<file path="config.mk">
export PLATFORM = sky130hd
export DESIGN_NAME = format_integer_radix_flat
export DESIGN_NICKNAME = d
export VERILOG_FILES = /design/src/rtl/core/fir_pkg.sv /design/src/rtl/core/fir_if.sv /design/src/rtl/core/format_integer_radix.sv /design/src/rtl/core/fir_cell.sv /design/src/rtl/core/fir_chain.sv /design/src/flat_wrapper.sv
export SDC_FILE = /design/constraint.sdc
export NUM_CORES = 2
export LEC_CHECK = 0
export ABC_AREA = 1
export BUFFER_PORTS_ARGS = -buffer_cell sky130_fd_sc_hd__buf_4
export CAP_MARGIN = 20
export CORE_ASPECT_RATIO = 1.4
export CORE_MARGIN = 2
export CORE_UTILIZATION = 60
export DETAILED_ROUTE_END_ITERATION = 16
export HOLD_SLACK_MARGIN = 0.03
export PLACE_DENSITY = 0.78
export REMOVE_ABC_BUFFERS = 1
export SETUP_SLACK_MARGIN = 0.15
export SLEW_MARGIN = 20
export SYNTH_ARGS = -nofsm -noshare
export SYNTH_HDL_FRONTEND = slang
export SYNTH_SLANG_ARGS = --single-unit
export TNS_END_PERCENT = 1
</file>
<file path="constraint.sdc">
create_clock -name i_clk -period 5.95 [get_ports i_clk]
set_input_delay 1.19 -clock i_clk [delete_from_list [all_inputs] [get_ports i_clk]]
set_output_delay 1.19 -clock i_clk [all_outputs]
set_load 0.02 [all_outputs]
</file>
<file path="src/rtl/core/fir_pkg.sv">
// fir_pkg: shared constants, types and the digit-to-character function for
// the radix formatter. No dependencies; every other file of the block uses it.

package fir_pkg;

    // sizes
    localparam int MAX_DIGITS  = 64;
    localparam int VALUE_W     = 64;
    localparam int MAG_BITS    = VALUE_W - 1;
    localparam int BASE_W      = 6;
    localparam int DIGIT_W     = 6;
    localparam int CHAR_W      = 7;

    // bit stream through the chain: last bit reaches the top cell here
    localparam int CONV_CYCLES = MAG_BITS + MAX_DIGITS - 1;
    localparam int CNT_W       = $clog2(CONV_CYCLES);

    typedef logic [DIGIT_W-1:0] t_digit;
    typedef logic [CHAR_W-1:0]  t_char;
    typedef logic [CNT_W-1:0]   t_cnt;
    typedef logic [MAG_BITS-1:0] t_mag;

    // ascii codes
    localparam t_char CHAR_ZERO  = 7'h30;
    localparam t_char CHAR_A_LOW = 7'h61;
    localparam t_char CHAR_L_UP  = 7'h4C;
    localparam t_char CHAR_MINUS = 7'h2D;

    // base limits and special digit values
    localparam t_digit BASE_MIN  = 6'd2;
    localparam t_digit BASE_MAX  = 6'd36;
    localparam t_digit DIGIT_TEN = 6'd10;
    localparam t_digit DIGIT_L   = 6'd21;

    // what one cell hands to the cell above it
    typedef struct packed {
        logic   valid;
        logic   carry;
        t_digit digit;
    } t_link;

    // broadcast control from the sequencer to every cell
    typedef struct packed {
        logic   clear;
        logic   shift;
        t_digit base;
    } t_cell_ctrl;

    // digit value to its character, upper-case for twenty-one
    function automatic t_char digit_char(input t_digit d);
        t_char c;
        if (d < DIGIT_TEN) begin
            c = CHAR_ZERO + t_char'(d);
        end else if (d == DIGIT_L) begin
            c = CHAR_L_UP;
        end else begin
            c = CHAR_A_LOW + t_char'(d - DIGIT_TEN);
        end
        return c;
    endfunction

endpackage

</file>
<file path="src/rtl/core/fir_if.sv">
// fir_if: valid/ready channel interfaces of the radix formatter, one for the
// input word and one for the character word. Depends on fir_pkg.

interface fir_in_if;
    logic                              valid;
    logic                              ready;
    logic signed [fir_pkg::VALUE_W-1:0] value;
    logic        [fir_pkg::BASE_W-1:0]  base;

    modport source (output valid, output value, output base, input ready);
    modport sink   (input valid, input value, input base, output ready);
endinterface

interface fir_out_if;
    logic                        valid;
    logic                        ready;
    logic [fir_pkg::CHAR_W-1:0]  character;
    logic                        last;

    modport source (output valid, output character, output last, input ready);
    modport sink   (input valid, input character, input last, output ready);
endinterface

</file>
<file path="src/rtl/core/format_integer_radix.sv">
// format_integer_radix: top level of the radix formatter, with the sequencer
// and the character output. Depends on fir_pkg, fir_if and fir_chain.
//
// Usage:
//  i_in carries one signed 64-bit value and a base; a base below 2 counts
//  as 2 and one above 36 as 36. o_out returns the text of the value as one
//  ascii character per word, most significant digit first, with '-' ahead
//  of a negative value and last set on the final character.
//  A word is taken on i_in only while the block is idle (ready high).
//  After acceptance the magnitude is streamed bit-serially through the
//  chain of 64 digit cells, a conversion set by the 63 magnitude bits
//  plus the 63-cell skew up the chain. The sign, if any, follows, held
//  until the receiver takes it. The chain is then unloaded from the top in
//  64 steps: leading zeros are dropped at one a cycle, and characters go
//  out at one a cycle while the receiver is ready.
//  A stalled receiver holds the current character and freezes the chain.
//  Reset (synchronous, active low) returns the block to idle and drops
//  any number in progress.

module format_integer_radix (
    input  logic         i_clk,
    input  logic         i_rst_n,
    fir_in_if.sink       i_in,
    fir_out_if.source    o_out
);

    typedef enum logic [3:0] {
        ST_IDLE = 4'b0001,
        ST_CONV = 4'b0010,
        ST_SIGN = 4'b0100,
        ST_EMIT = 4'b1000
    } t_state;

    t_state               r_state, n_state;
    fir_pkg::t_cnt        r_cnt, n_cnt;
    fir_pkg::t_mag        r_mag, n_mag;
    logic                 r_neg, n_neg;
    fir_pkg::t_digit      r_base, n_base;
    logic                 r_seen, n_seen;

    logic                 in_acc;
    logic                 out_acc;
    logic [fir_pkg::VALUE_W-1:0] neg_val;
    fir_pkg::t_mag        in_mag;
    fir_pkg::t_digit      in_base;
    fir_pkg::t_digit      top_digit;
    logic                 top_nz;
    logic                 final_dig;
    logic                 show;
    fir_pkg::t_cell_ctrl  ctrl;
    fir_pkg::t_link       feed;

    assign in_acc  = i_in.valid && i_in.ready;
    assign out_acc = o_out.valid && o_out.ready;

    // magnitude of the input, most negative value clamped
    always_comb begin
        neg_val = {fir_pkg::VALUE_W{1'b0}} - i_in.value;
        if (!i_in.value[fir_pkg::VALUE_W-1]) begin
            in_mag = i_in.value[fir_pkg::MAG_BITS-1:0];
        end else if (neg_val[fir_pkg::VALUE_W-1]) begin
            in_mag = '1;
        end else begin
            in_mag = neg_val[fir_pkg::MAG_BITS-1:0];
        end
    end

    // base saturated into range
    always_comb begin
        if (i_in.base < fir_pkg::BASE_MIN) begin
            in_base = fir_pkg::BASE_MIN;
        end else if (i_in.base > fir_pkg::BASE_MAX) begin
            in_base = fir_pkg::BASE_MAX;
        end else begin
            in_base = i_in.base;
        end
    end

    // unload view of the top cell
    assign top_nz    = top_digit != '0;
    assign final_dig = r_cnt == fir_pkg::t_cnt'(1);
    assign show      = r_seen || top_nz || final_dig;

    // chain control and bit feed
    always_comb begin
        ctrl.clear = in_acc;
        ctrl.shift = (r_state == ST_EMIT) && (!show || o_out.ready);
        ctrl.base  = r_base;
        feed.valid = (r_state == ST_CONV) && (r_cnt < fir_pkg::t_cnt'(fir_pkg::MAG_BITS));
        feed.carry = r_mag[fir_pkg::MAG_BITS-1];
        feed.digit = '0;
    end

    fir_chain u_chain (
        .i_clk       (i_clk),
        .i_rst_n     (i_rst_n),
        .i_ctrl      (ctrl),
        .i_feed      (feed),
        .o_top_digit (top_digit)
    );

    // sequencer
    always_comb begin
        n_state = r_state;
        n_cnt   = r_cnt;
        n_mag   = r_mag;
        n_neg   = r_neg;
        n_base  = r_base;
        n_seen  = r_seen;
        unique case (r_state)
            ST_IDLE: begin
                if (in_acc) begin
                    n_state = ST_CONV;
                    n_cnt   = '0;
                    n_mag   = in_mag;
                    n_neg   = i_in.value[fir_pkg::VALUE_W-1];
                    n_base  = in_base;
                    n_seen  = 1'b0;
                end
            end
            ST_CONV: begin
                n_mag = {r_mag[fir_pkg::MAG_BITS-2:0], 1'b0};
                if (r_cnt == fir_pkg::t_cnt'(fir_pkg::CONV_CYCLES - 1)) begin
                    n_state = r_neg ? ST_SIGN : ST_EMIT;
                    n_cnt   = fir_pkg::t_cnt'(fir_pkg::MAX_DIGITS);
                end else begin
                    n_cnt = r_cnt + fir_pkg::t_cnt'(1);
                end
            end
            ST_SIGN: begin
                if (out_acc) begin
                    n_state = ST_EMIT;
                end
            end
            ST_EMIT: begin
                if (ctrl.shift) begin
                    n_cnt  = r_cnt - fir_pkg::t_cnt'(1);
                    n_seen = r_seen || top_nz;
                    if (final_dig) begin
                        n_state = ST_IDLE;
                    end
                end
            end
            default: begin
                n_state = ST_IDLE;
            end
        endcase
    end

    // control registers
    always_ff @(posedge i_clk) begin
        if (!i_rst_n) begin
            r_state <= ST_IDLE;
            r_cnt   <= '0;
            r_seen  <= 1'b0;
        end else begin
            r_state <= n_state;
            r_cnt   <= n_cnt;
            r_seen  <= n_seen;
        end
    end

    // payload registers
    always_ff @(posedge i_clk) begin
        r_mag  <= n_mag;
        r_neg  <= n_neg;
        r_base <= n_base;
    end

    // channel outputs
    assign i_in.ready      = r_state == ST_IDLE;
    assign o_out.valid     = (r_state == ST_SIGN) || ((r_state == ST_EMIT) && show);
    assign o_out.character = (r_state == ST_SIGN) ? fir_pkg::CHAR_MINUS
                                                  : fir_pkg::digit_char(top_digit);
    assign o_out.last      = (r_state == ST_EMIT) && final_dig;

    // an accepted word always starts a fresh conversion from count zero
    a_start: assert property (@(posedge i_clk) disable iff (!i_rst_n)
        in_acc |=> (r_state == ST_CONV) && (r_cnt == '0))
        else $error("conversion did not start after input accept");

    // the final character hands control back to idle
    a_done: assert property (@(posedge i_clk) disable iff (!i_rst_n)
        (out_acc && o_out.last) |=> (r_state == ST_IDLE))
        else $error("block not idle after final character");

    // unload count never runs dry while digits remain
    a_cnt: assert property (@(posedge i_clk) disable iff (!i_rst_n)
        (r_state == ST_EMIT) |-> (r_cnt != '0))
        else $error("unload count reached zero in emit");

    // a sign is only sent for a negative value
    a_sign: assert property (@(posedge i_clk) disable iff (!i_rst_n)
        (r_state == ST_SIGN) |-> r_neg)
        else $error("sign emitted for non-negative value");

    // the chain never shifts while a character is held for the receiver
    a_hold: assert property (@(posedge i_clk) disable iff (!i_rst_n)
        (o_out.valid && !o_out.ready) |-> !ctrl.shift)
        else $error("chain shifted under a stalled character");

endmodule

</file>
<file path="src/rtl/core/fir_cell.sv">
// fir_cell: one digit cell of the conversion chain. Doubles its digit and adds
// the carry from below, modulo the base; shifts digits up when unloading.
// Depends on fir_pkg.

module fir_cell (
    input  logic                i_clk,
    input  logic                i_rst_n,
    input  fir_pkg::t_cell_ctrl i_ctrl,
    input  fir_pkg::t_link      i_link,
    output fir_pkg::t_link      o_link
);

    logic                    r_valid;
    logic                    r_carry;
    fir_pkg::t_digit         r_digit;
    logic [fir_pkg::DIGIT_W:0] n_sum;
    logic                    n_carry;
    fir_pkg::t_digit         n_digit;

    // 2*digit + carry, then one compare and subtract
    always_comb begin
        n_sum   = {r_digit, i_link.carry};
        n_carry = n_sum >= {1'b0, i_ctrl.base};
        if (n_carry) begin
            n_digit = fir_pkg::t_digit'(n_sum - {1'b0, i_ctrl.base});
        end else begin
            n_digit = n_sum[fir_pkg::DIGIT_W-1:0];
        end
    end

    // digit register and token handed upward
    always_ff @(posedge i_clk) begin
        if (!i_rst_n || i_ctrl.clear) begin
            r_valid <= 1'b0;
            r_carry <= 1'b0;
            r_digit <= '0;
        end else if (i_ctrl.shift) begin
            r_valid <= 1'b0;
            r_carry <= 1'b0;
            r_digit <= i_link.digit;
        end else begin
            r_valid <= i_link.valid;
            if (i_link.valid) begin
                r_carry <= n_carry;
                r_digit <= n_digit;
            end
        end
    end

    assign o_link = '{valid: r_valid, carry: r_carry, digit: r_digit};

endmodule

</file>
<file path="src/rtl/core/fir_chain.sv">
// fir_chain: row of digit cells, least significant at the bottom. The
// magnitude enters bit by bit at the bottom; the top digit leaves first.
// Depends on fir_pkg and fir_cell.

module fir_chain (
    input  logic                i_clk,
    input  logic                i_rst_n,
    input  fir_pkg::t_cell_ctrl i_ctrl,
    input  fir_pkg::t_link      i_feed,
    output fir_pkg::t_digit     o_top_digit
);

    fir_pkg::t_link links [fir_pkg::MAX_DIGITS+1];

    assign links[0] = i_feed;

    // one cell per digit position
    for (genvar g = 0; g < fir_pkg::MAX_DIGITS; g++) begin : g_cell
        fir_cell u_cell (
            .i_clk   (i_clk),
            .i_rst_n (i_rst_n),
            .i_ctrl  (i_ctrl),
            .i_link  (links[g]),
            .o_link  (links[g+1])
        );
    end

    assign o_top_digit = links[fir_pkg::MAX_DIGITS].digit;

endmodule

</file>
<file path="src/flat_wrapper.sv">
// flat-port wrapper written by rule: the top's interface ports become plain ports
module format_integer_radix_flat 
  (i_clk, i_rst_n, i_in_valid, i_in_value, i_in_base, i_in_ready, o_out_valid, o_out_character, o_out_last, o_out_ready);
  fir_in_if i_in_i ();
  fir_out_if o_out_i ();
  input  logic i_clk;
  input  logic i_rst_n;
  input wire logic [$bits(i_in_i.valid)-1:0] i_in_valid;
  input wire logic [$bits(i_in_i.value)-1:0] i_in_value;
  input wire logic [$bits(i_in_i.base)-1:0] i_in_base;
  output wire logic [$bits(i_in_i.ready)-1:0] i_in_ready;
  output wire logic [$bits(o_out_i.valid)-1:0] o_out_valid;
  output wire logic [$bits(o_out_i.character)-1:0] o_out_character;
  output wire logic [$bits(o_out_i.last)-1:0] o_out_last;
  input wire logic [$bits(o_out_i.ready)-1:0] o_out_ready;
  assign i_in_i.valid = i_in_valid;
  assign i_in_i.value = i_in_value;
  assign i_in_i.base = i_in_base;
  assign i_in_ready = i_in_i.ready;
  assign o_out_valid = o_out_i.valid;
  assign o_out_character = o_out_i.character;
  assign o_out_last = o_out_i.last;
  assign o_out_i.ready = o_out_ready;
  format_integer_radix u_core (.i_clk(i_clk), .i_rst_n(i_rst_n), .i_in(i_in_i), .o_out(o_out_i));
endmodule
</file>
### After elaboration in Yosys (flattened, before gate mapping)

Index checks and enable logic that the tools add are counted.

* add/subtract/negate cells: 70
* magnitude comparators: 68
* equal/unequal tests: 12
* muxes and demuxes: 212
* reductions and logical operators: 87

Operators by type and width (number)
* 6-bit 2-to-1 mux: 191
* 7-bit by 6-bit greater-or-equal comparator with 1-bit output: 64
* 6-bit subtractor: 64
* 63-bit 2-to-1 mux: 3
* 2-bit nonzero test: 65
* 63-bit one-hot mux with 2 select lines: 1
* 1-bit by 64-bit subtractor with 64-bit output, first input constant: 1
* 7-bit 2-to-1 mux: 6
* 4-bit 2-to-1 mux: 6
* 7-bit one-hot mux with 3 select lines: 1
* 4-bit one-hot mux with 4 select lines: 1
* 6-bit by 6-bit adder with 7-bit output, first input constant: 1
* 7-bit by 1-bit adder with 7-bit output, second input constant: 1
* 7-bit adder, first input constant: 1
* 7-bit by 1-bit equality test with 1-bit output, second input constant: 1
* 7-bit equality test, second input constant: 1
* 7-bit by 6-bit < comparator with 1-bit output, second input constant: 1
* 6-bit by 4-bit subtractor with 7-bit output, second input constant: 1
* 7-bit by 1-bit subtractor with 7-bit output, second input constant: 1
* 6-bit by 5-bit equality test with 1-bit output, second input constant: 1
* 6-bit > comparator, second input constant: 1
* 1-bit logical AND: 6
* 6-bit by 2-bit < comparator with 1-bit output, second input constant: 1
* 6-bit by 4-bit < comparator with 1-bit output, second input constant: 1
* 16 further kinds: 28

* bits in registers: 592
* input bits: 74
* output and inout port bits: 10
* word-level logic and storage cells: 646

### Depth between registers and ports, before layout

* depth in word-level cells: 8
* depth in mapped cells: 13
* mapped depth without buffers: 13

### Hierarchy

Synthesis repeated with hierarchy kept, for this count alone.

* cells, all modules: 7832
* area total of the unflattened synthesis: 54078.1 um2

By module, submodules not included
* fir_cell (u_core.u_chain.g_cell[0].u_cell ...): times used 63, cells each 108, area an instance 743.2 um2, sequential area each 160.2 um2
* format_integer_radix: times used 1, cells each 916, area an instance 6493.7 um2, sequential area each 2342.2 um2
* fir_cell (u_core.u_chain.g_cell[53].u_cell): times used 1, cells each 112, area an instance 762.0 um2, sequential area each 160.2 um2

### Worst setup path after synthesis

OpenSTA, ideal clock, no wires.

* path kind: flip-flop to flip-flop
* start point: register u_core.r_base[1]
* end point: register u_core.u_chain.g_cell[0].u_cell.r_digit[4]
* library setup time: 0.060 ns
* arrival: 4.952 ns
* data required time: 5.890 ns
* setup slack: 0.938 ns
* stages on the path, launching flop included: 12
* buffers on the path: 0
* period minus slack after synthesis: 5.012 ns
* cells stage by stage: edfxtp_1 > inv_1 > ha_1 > nand2_1 > nor2_1 > a31oi_1 > o21ai_1 > nor2_1 > nand2_1 > nand2_1 > nand2_1 > nand2_1

* longest elaborated chain between the ends: 2
* elaborated cells on any way between the ends: 3
* classes of those cells: 1 x add/sub; 1 x order compare; 1 x mux

RTL lines
* start: declaration: line format_integer_radix.sv:38 `fir_pkg::t_digit r_base, n_base;`
* start signal: assignment: line format_integer_radix.sv:167 `r_base <= n_base;`
* 6-bit subtractor / 7-bit by 6-bit greater-or-equal comparator with 1-bit output (equally long branches): line fir_cell.sv:25, fir_cell.sv:23
* 6-bit 2-to-1 mux (*): line fir_cell.sv:24 `if (n_carry) begin`
* end signal: assignment: line fir_cell.sv:40 `r_digit <= i_link.digit;`
* end signal: assignment: line fir_cell.sv:45 `r_digit <= n_digit;`
* end: declaration: line fir_cell.sv:15 `fir_pkg::t_digit r_digit;`

Mark *: on every way between the ends. The rest lies on a longest branch, timed or not.
A chain may end at the register's enable or synchronous reset.

### Worst setup path in the final report

* start point: register u_core.r_state[0]
* end point: output o_out_character[5]

* longest elaborated chain between the ends: 2

RTL lines
* start: declaration: line format_integer_radix.sv:34 `t_state r_state, n_state;`
* start signal: assignment: line format_integer_radix.sv:157 `r_state <= n_state;`
* 4-bit by 3-bit equality test with 1-bit output: line format_integer_radix.sv:173 `assign o_out.character = (r_state == ST_SIGN) ? fir_pkg::CHAR_MINUS`
* 7-bit 2-to-1 mux: line format_integer_radix.sv:173
* end: declaration: line flat_wrapper.sv:13 `output wire logic [$bits(o_out_i.character)-1:0] o_out_character;`

Every way passes these cells.

==> results_dict.tcl <==
set metrics [dict create \
    r2r_end "u_core.u_chain.g_cell[4].u_cell.r_carry" \
    ir_worst_vdd_v 0.000382 \
    outcome "finished clean" \
    met1_length_mm 51.0 \
    drc_errors 0 \
    drive_above_1_share_pct 4.05 \
    min_period_ns 4.33 \
    final.period_utilization_pct 72.8 \
    grt_max_degree 219 \
    drtIter0Drc 2899 \
    crit_arrival_ns 3.14 \
    ys_top_cells_by_area "dfxtp_1 (22%), nand2_1 (13%), ha_1 (11%)" \
    path_max_fanout 7 \
    final_common_cell "nand2_1" \
    core_um2 76700 \
    min_from "u_core.u_chain.g_cell[35].u_cell.r_valid" \
    dp_hpwl_mm 86.7 \
    rsz0062_at_grt "false" \
    clk_path_buf_depth 3 \
    grt_pass1_vias 45200 \
    fin_area_um2 50100 \
    avgViaCountPerCell 5.57 \
    drt-total-wl_mm 125 \
    start_util_pct 60.7 \
    hold_viol 0 \
    layout_common_cells "nand2_1 (1667), nor2_1 (1040), inv_1 (974), nand3_1 (773), a21oi_1 (532)" \
    rows 120 \
    yosysWarnings 0 \
    async_flop_share_pct 0 \
    grt_util_all_layers_pct 30.9 \
    rr_worst_depth 12 \
    clock.fmax_mhz 231 \
    ctsResizeCount 0 \
    diodes 0 \
    final_max_slew_viol_count 0 \
    yosysUniqueCellTypes 41 \
    io_buffers 83 \
    place_congestion 1.02 \
    post_drt_wl_per_cell_um 14.9 \
    nNetsFinal 7814 \
    wl_met3_mm 5.46 \
    ios 84 \
    synth_edf_count 70 \
    grt-ovfl-total 0 \
    holdPathEnd "u_core.u_chain.g_cell[36].u_cell.r_carry" \
    highest_layer "met4" \
    worstSetupEndpointType "output pin" \
    finClkSkew_ns 0.0209 \
    cts_buffers 61 \
    synthFlopType "dfxtp_1" \
    clkSlewWorstSetupHoldPaths_ns 0.06 \
    worstPathRequired_ns 4.76 \
    ant_nets 0 \
    synth_area_um2 46600 \
    finalPower_uw 12100 \
    grt_pass1_wl_mm 208 \
    htreeDepth 2 \
    clkLatencyLatePin_ns 0.67 \
    die_area_um2 80000 \
    die_h_um 334 \
    max-slew-margin-rel_pct 24.0 \
    avgSynthCellArea_um2 6.40 \
    syn_inst 7284 \
    hp-class "reg2reg" \
    grt_antenna_before_repair 0 \
    place_area_um2 47900 \
    root_buffer "clkbuf_16" \
    fin_setup_tns_ns 0 \
    setup_viol 0 \
    fp.dieW_um 240 \
    ctsHoldBuffers 0 \
    cts_sinks 592 \
    cts_tree "done" \
    r2r_start "u_core.u_chain.g_cell[63].u_cell.r_digit[0]" \
    holdPathStages 1 \
    area.growth.synth_to_final_pct 7.58 \
    route.met2.wl_mm 63.7 \
    yosysTopAreaCell "dfxtp_1" \
    cp-start-kind "register" \
    leakage_uw 0.0227 \
    maxCapViolations 0 \
    ys_ff_latch 592 \
    path_class "reg2out" \
    worstMarginPinSlew_ns 1.13 \
    power_density_nw_per_um2 241 \
    vias 46700 \
    synth_top_area_share_pct 22.4 \
    dr.pass1.iters 6 \
    post_cts_buffers 0 \
    reg2reg_slack_ns 2.25 \
    ys_seq_area_share_pct 26.9 \
]
[logic make-up after synthesis]
| family | count (synthesis) | share of synthesized area (%) |
|---|---|---|
| fa+ha+maj | 460 | 13.4 |
| flops | 592 | 26.9 |
| simple gates | 3607 | 31.8 |
| xor+xnor | 245 | 4.60 |
| buf+inv | 1199 | 10.1 |
| compound gates | 1181 | 13.1 |
[power breakdown]
| part | switching, uW | leakage [uW] | internal, uW |
|---|---|---|---|
| Clock | 1760 | 0.00110 | 2530 |
| Combinational | 2420 | 0.0168 | 1090 |
| Sequential | 72.3 | 0.00487 | 4240 |
[sequential cells by signal (all words and copies together), names as in the netlist]
signal and cells:
u_core.r_base 6, u_core.r_cnt 7, u_core.r_mag 63, u_core.r_neg 1, u_core.r_seen 1, u_core.r_state 4
u_core.u_chain.g_cell.u_cell.r_carry 63, u_core.u_chain.g_cell.u_cell.r_digit 384, u_core.u_chain.g_cell.u_cell.r_valid 63
[per-layer routing]
layer  vias to the layer above  track usage [%]
li1                      23500                -
met1                     21600             35.2
met2                      1193             57.6
met3                       351             3.38
met4                         0             13.0
met5                         -                0
[Yosys cell counts (4+ instances only)]
cell type,count
nand2_1,1669
nor2_1,1040
inv_1,980
nand3_1,773
a21oi_1,532
dfxtp_1,522
o21ai_0,493
ha_1,396
xnor2_1,140
xor2_1,105
clkbuf_1,84
nand4_1,74
edfxtp_1,70
fa_1,64
buf_2,63
o21ai_1,56
o21a_1,47
inv_2,46
or2_2,19
o22ai_1,17
a31oi_1,14
buf_4,13
o211ai_1,12
buf_6,11
nand3b_1,10
nor3_1,7
nand2_2,6
a211oi_1,4
[how the worst max path moves through the flow]
| stage | depth (start not counted) | end | from | slack, ns |
|---|---|---|---|---|
| after floorplan | 7 | u_core.u_chain.g_cell[0].u_cell.r_digit[0] | i_in_valid | -3.69 |
| after global placement | 9 | u_core.u_chain.g_cell[40].u_cell.r_digit[5] | o_out_ready | 2.24 |
| after detailed placement | 9 | u_core.u_chain.g_cell[40].u_cell.r_digit[1] | o_out_ready | 2.21 |
| after CTS | 5 | o_out_character[5] | u_core.r_state[0] | 1.74 |
| after global routing | 5 | o_out_character[5] | u_core.r_state[0] | 1.61 |
| final | 5 | o_out_character[5] | u_core.r_state[0] | 1.62 |
[final cells by class]
class / instances / area (um^2)
Tap cell: 1037 / 1300
Multi-Input combinational cell: 5493 / 29400
Clock inverter: 24 / 333
Timing Repair Buffer: 105 / 826
Fill cell: 7105 / 26600
Sequential cell: 592 / 12600
Inverter: 1027 / 3870
Clock buffer: 92 / 1880
[critical path: stages (launching register included)]
cell and delay, ns:
dfxtp_1 0.32, or2_1 0.24, nor3_1 0.86, inv_1 0.54, o211ai_1 0.31, buf_4 0.20
[through the flow]
| step | utilization, % | std cells | worst slack [ns] | hold slack (ns) |
|---|---|---|---|---|
| 2_1_floorplan | - | 7112 | -3.69 | 0.443 |
| 3_3_place_gp | 62.5 | 8254 | 2.24 | 0.454 |
| 3_5_place_dp | 62.5 | 8254 | 2.21 | 0.463 |
| 4_1_cts | 65.4 | 8370 | 1.74 | 0.476 |
| 5_1_grt | 65.4 | 8370 | 1.61 | 0.506 |
| 6_report | 65.4 | 8370 | 1.62 | 0.477 |
Power figures use the tool's default switching activity.
